**src/rtl/sbif_pkg.sv**
```systemverilog
// shared types and constants of the servo-bus instruction framer
`default_nettype none
package sbif_pkg;

  localparam int unsigned BYTE_W = 8;
  localparam int unsigned CNT_W  = 7;

  localparam logic [BYTE_W-1:0] SYNC_BYTE = 8'hFF;
  localparam logic [BYTE_W-1:0] LEN_EXTRA = 8'd2;

  // per-item byte plan, worked out at the input transfer
  typedef struct packed {
    logic              first;      // item opens a packet: header goes out first
    logic              has_param;  // item carries a parameter byte
    logic              has_chk;    // item closes the packet with the checksum
    logic [BYTE_W-1:0] id;
    logic [BYTE_W-1:0] len;
    logic [BYTE_W-1:0] ins;
    logic [BYTE_W-1:0] param;
    logic [BYTE_W-1:0] chk;
  } plan_t;

  // output byte slot of the item being sent
  typedef enum logic [7:0] {
    SLOT_IDLE  = 8'b0000_0001,
    SLOT_SYNC0 = 8'b0000_0010,
    SLOT_SYNC1 = 8'b0000_0100,
    SLOT_ID    = 8'b0000_1000,
    SLOT_LEN   = 8'b0001_0000,
    SLOT_INS   = 8'b0010_0000,
    SLOT_PARAM = 8'b0100_0000,
    SLOT_CHK   = 8'b1000_0000
  } slot_t;

endpackage
`default_nettype wire

```
**src/rtl/sbif_tracker.sv**
```systemverilog
// packet state tracker: saturation, length, running sum and per-item byte plan
`default_nettype none
module sbif_tracker #(
  parameter int unsigned MAX_PARAMS = 64
) (
  input  wire logic                           clk,
  input  wire logic                           rst_n,
  input  wire logic                           accept,
  input  wire logic [sbif_pkg::BYTE_W-1:0]    target_id,
  input  wire logic [sbif_pkg::BYTE_W-1:0]    instruction,
  input  wire logic [sbif_pkg::CNT_W-1:0]     param_count,
  input  wire logic [sbif_pkg::BYTE_W-1:0]    param_byte,
  output sbif_pkg::plan_t                     plan
);

  localparam logic [sbif_pkg::CNT_W:0] MaxP = (sbif_pkg::CNT_W + 1)'(MAX_PARAMS);

  logic                          in_packet_r, in_packet_nxt;
  logic [sbif_pkg::CNT_W-1:0]    left_r, left_nxt;
  logic [sbif_pkg::BYTE_W-1:0]   sum_r, sum_nxt;

  logic [sbif_pkg::CNT_W-1:0]    cnt_sat;
  logic [sbif_pkg::CNT_W-1:0]    left_new;
  logic [sbif_pkg::BYTE_W-1:0]   hdr_sum;
  logic [sbif_pkg::BYTE_W-1:0]   sum_new;

  always_comb begin
    cnt_sat = ({1'b0, param_count} > MaxP) ? MaxP[sbif_pkg::CNT_W-1:0] : param_count;

    plan.id    = target_id;
    plan.ins   = instruction;
    plan.param = param_byte;
    plan.len   = sbif_pkg::BYTE_W'({1'b0, cnt_sat}) + sbif_pkg::LEN_EXTRA;
    hdr_sum    = target_id + plan.len + instruction;

    if (!in_packet_r) begin
      plan.first     = 1'b1;
      plan.has_param = (cnt_sat != '0);
      sum_new        = plan.has_param ? hdr_sum + param_byte : hdr_sum;
      left_new       = plan.has_param ? cnt_sat - 1'b1 : '0;
    end else begin
      plan.first     = 1'b0;
      plan.has_param = 1'b1;
      sum_new        = sum_r + param_byte;
      left_new       = (left_r != '0) ? left_r - 1'b1 : '0;
    end

    plan.has_chk = (left_new == '0);
    plan.chk     = ~sum_new;

    in_packet_nxt = in_packet_r;
    left_nxt      = left_r;
    sum_nxt       = sum_r;
    if (accept) begin
      if (plan.has_chk) begin
        in_packet_nxt = 1'b0;
        left_nxt      = '0;
        sum_nxt       = '0;
      end else begin
        in_packet_nxt = 1'b1;
        left_nxt      = left_new;
        sum_nxt       = sum_new;
      end
    end
  end

  always_ff @(posedge clk) begin
    if (!rst_n) begin
      in_packet_r <= 1'b0;
      left_r      <= '0;
      sum_r       <= '0;
    end else begin
      in_packet_r <= in_packet_nxt;
      left_r      <= left_nxt;
      sum_r       <= sum_nxt;
    end
  end

endmodule
`default_nettype wire

```
**src/rtl/sbif_emitter.sv**
```systemverilog
// holds one planned item and walks its bytes out, one per cycle while the output register can take a byte
`default_nettype none
module sbif_emitter (
  input  wire logic                         clk,
  input  wire logic                         rst_n,
  input  wire logic                         accept,
  input  wire sbif_pkg::plan_t              plan,
  input  wire logic                         load_ok,
  output logic                              take_ok,
  output logic                              emit,
  output logic [sbif_pkg::BYTE_W-1:0]       emit_byte,
  output logic                              emit_eop
);

  sbif_pkg::slot_t  slot_r, slot_nxt, slot_adv;
  sbif_pkg::plan_t  hold_r, hold_nxt;
  logic             last_slot;

  always_comb begin
    emit      = (slot_r != sbif_pkg::SLOT_IDLE) && load_ok;
    emit_eop  = (slot_r == sbif_pkg::SLOT_CHK);
    last_slot = (slot_r == sbif_pkg::SLOT_CHK) ||
                ((slot_r == sbif_pkg::SLOT_PARAM) && !hold_r.has_chk);
    take_ok   = (slot_r == sbif_pkg::SLOT_IDLE) || (emit && last_slot);

    unique case (slot_r)
      sbif_pkg::SLOT_SYNC0: emit_byte = sbif_pkg::SYNC_BYTE;
      sbif_pkg::SLOT_SYNC1: emit_byte = sbif_pkg::SYNC_BYTE;
      sbif_pkg::SLOT_ID:    emit_byte = hold_r.id;
      sbif_pkg::SLOT_LEN:   emit_byte = hold_r.len;
      sbif_pkg::SLOT_INS:   emit_byte = hold_r.ins;
      sbif_pkg::SLOT_PARAM: emit_byte = hold_r.param;
      sbif_pkg::SLOT_CHK:   emit_byte = hold_r.chk;
      default:              emit_byte = hold_r.chk;
    endcase

    unique case (slot_r)
      sbif_pkg::SLOT_SYNC0: slot_adv = sbif_pkg::SLOT_SYNC1;
      sbif_pkg::SLOT_SYNC1: slot_adv = sbif_pkg::SLOT_ID;
      sbif_pkg::SLOT_ID:    slot_adv = sbif_pkg::SLOT_LEN;
      sbif_pkg::SLOT_LEN:   slot_adv = sbif_pkg::SLOT_INS;
      sbif_pkg::SLOT_INS:   slot_adv = hold_r.has_param ? sbif_pkg::SLOT_PARAM
                                                        : sbif_pkg::SLOT_CHK;
      sbif_pkg::SLOT_PARAM: slot_adv = hold_r.has_chk ? sbif_pkg::SLOT_CHK
                                                      : sbif_pkg::SLOT_IDLE;
      default:              slot_adv = sbif_pkg::SLOT_IDLE;
    endcase

    hold_nxt = hold_r;
    slot_nxt = slot_r;
    if (accept) begin
      hold_nxt = plan;
      slot_nxt = plan.first ? sbif_pkg::SLOT_SYNC0 : sbif_pkg::SLOT_PARAM;
    end else if (emit) begin
      slot_nxt = slot_adv;
    end
  end

  always_ff @(posedge clk) begin
    if (!rst_n) begin
      slot_r <= sbif_pkg::SLOT_IDLE;
    end else begin
      slot_r <= slot_nxt;
    end
  end

  always_ff @(posedge clk) begin
    hold_r <= hold_nxt;
  end

endmodule
`default_nettype wire

```
**src/rtl/sbif_out_reg.sv**
```systemverilog
// output register stage of the byte stream
`default_nettype none
module sbif_out_reg (
  input  wire logic                         clk,
  input  wire logic                         rst_n,
  input  wire logic                         load,
  input  wire logic [sbif_pkg::BYTE_W-1:0]  load_byte,
  input  wire logic                         load_eop,
  output logic                              load_ok,
  output logic                              out_tvalid,
  input  wire logic                         out_tready,
  output logic [sbif_pkg::BYTE_W-1:0]       out_tdata,
  output logic                              out_tlast
);

  logic                         valid_r, valid_nxt;
  logic [sbif_pkg::BYTE_W-1:0]  data_r, data_nxt;
  logic                         last_r, last_nxt;

  always_comb begin
    load_ok   = !valid_r || out_tready;
    valid_nxt = valid_r;
    data_nxt  = data_r;
    last_nxt  = last_r;
    if (load) begin
      valid_nxt = 1'b1;
      data_nxt  = load_byte;
      last_nxt  = load_eop;
    end else if (out_tready) begin
      valid_nxt = 1'b0;
    end
  end

  always_ff @(posedge clk) begin
    if (!rst_n) begin
      valid_r <= 1'b0;
    end else begin
      valid_r <= valid_nxt;
    end
  end

  always_ff @(posedge clk) begin
    data_r <= data_nxt;
    last_r <= last_nxt;
  end

  assign out_tvalid = valid_r;
  assign out_tdata  = data_r;
  assign out_tlast  = last_r;

endmodule
`default_nettype wire

```
**src/rtl/servo_bus_instruction_framer.sv**
```systemverilog
// top level of the servo-bus instruction framer
// the first byte an item causes passes the slot sequencer register, then the output register
// throughput: continuing items (one parameter byte) go one transfer per cycle, barring stalls;
//   the last parameter item also sends the checksum and a packet's first item the header,
//   all through the single byte-wide output slot sequencer
// reset: synchronous active-low rst_n clears the packet state, slot sequencer and output valid
`default_nettype none
module servo_bus_instruction_framer #(
  parameter int unsigned MAX_PARAMS = 64  // parameter count limit, 1 to 127
) (
  input  wire logic         clk,
  input  wire logic         rst_n,
  // input item stream
  input  wire logic         in_tvalid,
  output logic              in_tready,
  input  wire logic [31:0]  in_tdata,   // target_id[7:0], instruction[15:8],
                                        // param_count[22:16], param_byte[30:23], zero[31]
  // framed byte stream
  output logic              out_tvalid,
  input  wire logic         out_tready,
  output logic [7:0]        out_tdata,  // tx_byte[7:0]
  output logic              out_tlast   // end_of_packet, set on the checksum byte
);

  // input field unpacking
  logic [sbif_pkg::BYTE_W-1:0] target_id;
  logic [sbif_pkg::BYTE_W-1:0] instruction;
  logic [sbif_pkg::CNT_W-1:0]  param_count;
  logic [sbif_pkg::BYTE_W-1:0] param_byte;

  assign target_id   = in_tdata[7:0];
  assign instruction = in_tdata[15:8];
  assign param_count = in_tdata[22:16];
  assign param_byte  = in_tdata[30:23];

  logic                        accept;     // input transfer this cycle
  logic                        take_ok;    // sequencer free for a new item
  logic                        load_ok;    // output register can take a byte
  logic                        emit;
  logic [sbif_pkg::BYTE_W-1:0] emit_byte;
  logic                        emit_eop;
  sbif_pkg::plan_t             plan;

  assign in_tready = take_ok;
  assign accept    = in_tvalid && take_ok;

  // packet state and byte plan of the incoming item
  sbif_tracker #(
    .MAX_PARAMS (MAX_PARAMS)
  ) u_tracker (
    .clk         (clk),
    .rst_n       (rst_n),
    .accept      (accept),
    .target_id   (target_id),
    .instruction (instruction),
    .param_count (param_count),
    .param_byte  (param_byte),
    .plan        (plan)
  );

  // byte slot sequencer over the held item
  sbif_emitter u_emitter (
    .clk       (clk),
    .rst_n     (rst_n),
    .accept    (accept),
    .plan      (plan),
    .load_ok   (load_ok),
    .take_ok   (take_ok),
    .emit      (emit),
    .emit_byte (emit_byte),
    .emit_eop  (emit_eop)
  );

  // output register, decouples the sequencer from downstream stalls
  sbif_out_reg u_out_reg (
    .clk        (clk),
    .rst_n      (rst_n),
    .load       (emit),
    .load_byte  (emit_byte),
    .load_eop   (emit_eop),
    .load_ok    (load_ok),
    .out_tvalid (out_tvalid),
    .out_tready (out_tready),
    .out_tdata  (out_tdata),
    .out_tlast  (out_tlast)
  );

endmodule
`default_nettype wire

```
**config.mk**
```make
export PLATFORM = sky130hd
export DESIGN_NAME = servo_bus_instruction_framer
export DESIGN_NICKNAME = d
export VERILOG_FILES = /design/src/rtl/sbif_pkg.sv /design/src/rtl/sbif_tracker.sv /design/src/rtl/sbif_emitter.sv /design/src/rtl/sbif_out_reg.sv /design/src/rtl/servo_bus_instruction_framer.sv
export SDC_FILE = /design/constraint.sdc
export NUM_CORES = 1
export LEC_CHECK = 0
export ABC_AREA = 1
export BUFFER_PORTS_ARGS = -buffer_cell sky130_fd_sc_hd__buf_4
export CAP_MARGIN = 10
export CORE_MARGIN = 4
export CORE_UTILIZATION = 35
export CTS_CLUSTER_SIZE = 40
export DETAILED_ROUTE_END_ITERATION = 10
export HOLD_SLACK_MARGIN = 0.03
export PLACE_DENSITY = 0.53
export SKIP_LAST_GASP = 1
export SLEW_MARGIN = 20
export SYNTH_ARGS = -nofsm -noshare
export SYNTH_HDL_FRONTEND = slang
export SYNTH_SLANG_ARGS = --single-unit
```
**constraint.sdc**
```tcl
create_clock -name clk -period 8.9 [get_ports clk]
set_input_delay 0.445 -clock clk [delete_from_list [all_inputs] [get_ports clk]]
set_output_delay 0.445 -clock clk [all_outputs]
set_load 0.01 [all_outputs]
```
# == After elaboration in Yosys (flattened, before gate mapping) ==
# Index checks and enable logic that the tools add are counted.
# Widths: inputs -> output; s select.
# classes
addsub,7
n_mul,0
div,0
order_cmp,1
eq_ne,9
shifts,0
n_mux,19
n_bitwise,1
reduce_logical,15
# ops
op,count
$mux 8,7
$pmux 8 s6,1
$mux 7,6
$pmux 8 s5,1
$add 8x8->8,4
$reduce_bool 7->1,2
$sub 7x1->7 const B,2
$add 7x2->8 const B,1
$eq 8x1->1 const B,1
$eq 8x2->1 const B,1
$eq 8x3->1 const B,1
$eq 8x4->1 const B,1
$eq 8x5->1 const B,1
$eq 8x6->1 const B,1
$eq 8x7->1 const B,1
$eq 8x8->1 const B,1
$ne 8x1->1 const B,1
$not 8->8,1
$gt 7x7->1 const B,1
$logic_not 7->1,1
$logic_and 1x1->1,4
$reduce_bool 2->1,2
$logic_or 1x1->1,3
$mux 1,3
3 further kinds,4
# word_totals
register_bits,76
latchBits,0
ram_bits,0
romBits,0
inputBits,36
output_inout_bits,11
wordCells,66
memories,0

# == Logic depth before layout (Yosys ltp) ==
# depth
depth_word,9
ltp_mapped,27
depth_no_buf,27

# == Modules after synthesis ==
# A second synthesis with hierarchy kept.
# unflattened
cells_unflattened,631
hier_area_um2,5255.0
# modules_own_cells
mod,instances,cells_per_inst,area_per_inst_um2
sbif_tracker,1,408,2783.9
sbif_emitter,1,206,2147.1
sbif_out_reg,1,15,316.6
servo_bus_instruction_framer,1,2,7.5

# == Worst setup path before layout ==
# Ideal clock, no wire load.
# synth_timing
path_type,input to register
from,input in_tdata[17]
to,register u_tracker.sum_r[7] (netlist name)
setup_time_ps,128
arrival_time_ps,3605
setup_slack_ps,5167
stages,24
cell_sequence,inv_1 -> nor2_1 -> inv_1 -> ha_1 -> fa_1 -> inv_1 -> fa_1 -> inv_1 -> nand3_1 -> nand3_1 -> xor2_1 -> inv_1 -> ha_1 -> nand2_1 -> inv_1 -> a21oi_1 -> nand3_1 -> nand2_1 -> nand3b_1 -> nand3_1 -> nand2_1 -> nor2_1 -> nor2_1 -> nor2_1
# synth_lines
item,line,rtl
start: declaration,servo_bus_instruction_framer.sv:16,"input wire logic [31:0] in_tdata,"
end signal: assignment,sbif_tracker.sv:75,sum_r <= sum_nxt;
end: declaration,sbif_tracker.sv:20,"logic [sbif_pkg::BYTE_W-1:0] sum_r, sum_nxt;"

==> metrics.cfg <==
[logic_synthesis]
synth_area_sq_um=4760
synth-seq-area-share_pct=42.7
ys_seq_elements=76
synth_cell_types=39
yosysWarnings=0
syn-instance-count=557
ys_async_sr_fraction_pct=0
synth_nets=628
avgSynthCellArea_sq_um=8.54
synth_ff_type=edfxtp_1
synth_edf_count=51

[clocking]
post_cts_buffers=0
cts.path.max_buffers=2
worstSkewPairLatency_ns=0.34
htree_levels=3
cts_tree=done
clkTransAtPathRegs_ns=0.06
numCtsBuffers=9
cts_hold_buf=0
post_cts_resized=0
cts_sinks=76
cts_root_buffer=clkbuf_16

[worst_setup_path]
cp-start-kind=primary input
cp_max_fo=7
r2r-start=u_emitter.slot_r[6]
slowest_delay_ns=0.53
critPathArrivalTime_ns=4.32
crit_required_ns=9.10
crit_slowest_cell=fa_1
crit_type=primary input to flop
cp_cell_sequence=buf_4, nor2_1, inv_1, ha_1, fa_1, inv_1, fa_1, inv_1, nand3_1, nand3_1, xor2_1, inv_1, ha_1, nand2_1, inv_1, a21oi_1, nand3_1, nand2_1, nand3b_1, nand3_1, nand2_1, nor2_1, nor2_1, nor2_1
crit_path_end_kind=flop
cp-startpoint=in_tdata[22]
crit_top_cell=inv_1

[floorplan]
core.rowCount=42
die-area_sq_um=15500
core_sq_um=13300
dieWidth_um=125
die_y_um=125
start_util_pct=35.8
pin_count=47

[sta]
finalSetupViolCount=0
hold_viol=0
fin_crit_sh_pct=46.2
fin_crit_ns=4.11
tightest_slew_ns=0.840
fmaxAchievable_mhz=243
rsz0062_at_grt=no
slew_headroom_pct=43.8
final.setup_skew_ns=0.00650
finalSetupTns_ns=0
report.final.slew_viol_count=0

[min_path]
min-delay-start=in_tdata[15]
hold_path.class=primary input to flop

[global_route]
grt_pass1_vias=3753
grt_usage_pct=16.2
grt_overflow=0
antenna_found_initial=0
grt_pass1_wl_um=19700
grt_max_degree=61

[detailed_routing]
ant_nets=0
wl_per_cell_um=15.5
wl_um=12200
num_vias=3844
drtIter0Drc=284
drc=0
first_pass_iters=4
viasPerCell=4.88

[final_layout]
post-route-util_pct=41.7
drive_gt1_share_pct=13.9
fin_nets=677
area_growth_pct=16.4
insertedDiodeCount=0

[run]
cap_violations=0

[power]
powerDensity_nw_per_um2=327
p_int_w=0.00106
share_seq_of_total_power_pct=35.8
p_sw_w=0.000753
p_sw_share_pct=41.6
p_clk_share_pct=18.3
combPwrFrac_pct=45.9
p_leak_nw=2.53
vdd_ir_drop_max_mv=0.119

[status]
status=finished, final reports clean

[placed_design]
hpwl_um=9390
gp_congestion=0.906
io_buffer_count=45

## stage by stage
step	std cells	total power, W	cell area (sq um)	hold WS, ns	setup WS [ns]
floorplan	557	0.00125	4760	0.448	5.17
finish	787	0.00181	5540	0.302	4.79
global route	787	0.00196	5540	0.297	4.45
global placement	771	0.00147	5280	0.456	4.48
detailed placement	771	0.00149	5280	0.465	4.43
CTS	787	0.00182	5540	0.295	4.78
## sequential cells by signal (all words and copies together) (netlist names)
signal                 count
u_tracker.in_packet_r      1
u_out_reg.out_tlast        1
u_out_reg.out_tdata        8
u_out_reg.out_tvalid       1
u_tracker.left_r           7
u_emitter.hold_r          42
u_tracker.sum_r            8
u_emitter.slot_r           8
## area by class of cell
| class | count | area, sq um |
|---|---|---|
| fill | 1335 | 7760 |
| multi-input combinational | 378 | 2320 |
| sequential | 76 | 2030 |
| inverter | 96 | 365 |
| timing repair buffer | 45 | 338 |
| clock buffer | 11 | 233 |
| tap | 176 | 220 |
| clock inverter | 5 | 28.8 |
## worst max-delay path, delay by kind of cell
family / cells / cell delay (ns)
XOR/XNOR: 1 / 0.22
AO/OA/AOI/OAI: 1 / 0.18
adder cells (fa/ha/maj): 4 / 1.68
buffers and inverters: 6 / 0.60
AND/OR/NAND/NOR: 12 / 1.19
## layer usage
layer / share of wire (%) / track usage, % / vias to the layer above
li1: - / - / 1989
met1: 47 / 21.5 / 1757
met2: 46 / 25.9 / 79
met3: 5.2 / 3.47 / 19
met4: 2.0 / 5.80 / 0
met5: 0 / 0 / -
## synth_stat cells, types with 2 or more instances
| library cell | number | share of area [%] |
|---|---|---|
| a211oi_1 | 2 | 0.32 |
| a21oi_1 | 37 | 3.9 |
| a221oi_1 | 6 | 1.1 |
| a22o_1 | 2 | 0.37 |
| a31oi_1 | 2 | 0.26 |
| buf_2 | 3 | 0.32 |
| clkbuf_1 | 3 | 0.24 |
| dfxtp_1 | 25 | 11 |
| edfxtp_1 | 51 | 32 |
| fa_1 | 10 | 4.2 |
| ha_1 | 25 | 6.6 |
| inv_1 | 92 | 7.3 |
| inv_2 | 2 | 0.16 |
| nand2_1 | 110 | 8.7 |
| nand2_2 | 4 | 0.53 |
| nand2_4 | 3 | 0.71 |
| nand3_1 | 53 | 5.6 |
| nand3_2 | 2 | 0.42 |
| nand3_4 | 4 | 1.5 |
| nand3b_1 | 3 | 0.47 |
| nand4_1 | 19 | 2.5 |
| nor2_1 | 33 | 2.6 |
| nor2_2 | 4 | 0.53 |
| nor2_4 | 3 | 0.71 |
| nor3_1 | 3 | 0.32 |
| o2111ai_1 | 2 | 0.37 |
| o211ai_1 | 4 | 0.63 |
| o21ai_0 | 20 | 2.1 |
| o21ai_1 | 2 | 0.21 |
| o21ai_2 | 2 | 0.37 |
| o22ai_1 | 3 | 0.39 |
| or2_2 | 2 | 0.26 |
| xnor2_1 | 7 | 1.3 |
| xor2_1 | 9 | 1.7 |
## power groups by stage
stage | logic, W | clock network (W) | registers, W
after global routing | 0.000947 | 0.000353 | 0.000662
after floorplan | 0.000604 | 0 | 0.000641
after global placement | 0.000824 | 0 | 0.000651
after CTS | 0.000838 | 0.000337 | 0.000648
final | 0.000830 | 0.000332 | 0.000647
after detailed placement | 0.000834 | 0 | 0.000654
## cells in the final DEF (no fill, tap or decap), drive strengths merged
master	count
clkbuf	11
or2	2
a31oi	2
inv	94
dfxtp	25
o22ai	3
ha	25
a21oi	37
a221oi	6
nand3	59
o31a	1
xor2	9
nor3	3
nand2	117
conb	1
o2111ai	2
a22o	2
o211ai	4
fa	10
xnor2	7
edfxtp	51
clkinv	5
o21ai	24
clkinvlp	2
nand3b	3
buf	45
nand4	19
nor2	40
a211oi	2
## cell families (layout without fill, tap and decap cells)
logic type | count (synthesis) | count (layout) | share of synthesized area [%]
adders and majority gates | 35 | 35 | 10.8
xor gates and xnor gates | 16 | 16 | 2.95
AOI/OAI and AO/OA | 83 | 83 | 10.2
other | 1 | 1 | 0.0789
and+or+nand+nor | 243 | 243 | 24.8
DFF | 76 | 76 | 42.7
buffers and inverters | 103 | 157 | 8.47
## path summary, 6_finish.rpt
path,end,slack [ns],depth (start not counted)
worst max-delay path,u_tracker.sum_r[7],4.79,24
worst min-delay path,u_emitter.hold_r[23],0.30,1
worst min register to register,u_tracker.sum_r[3],0.47,2
worst max register to register,u_tracker.sum_r[7],6.56,12
Power figures use the tool's default switching activity.
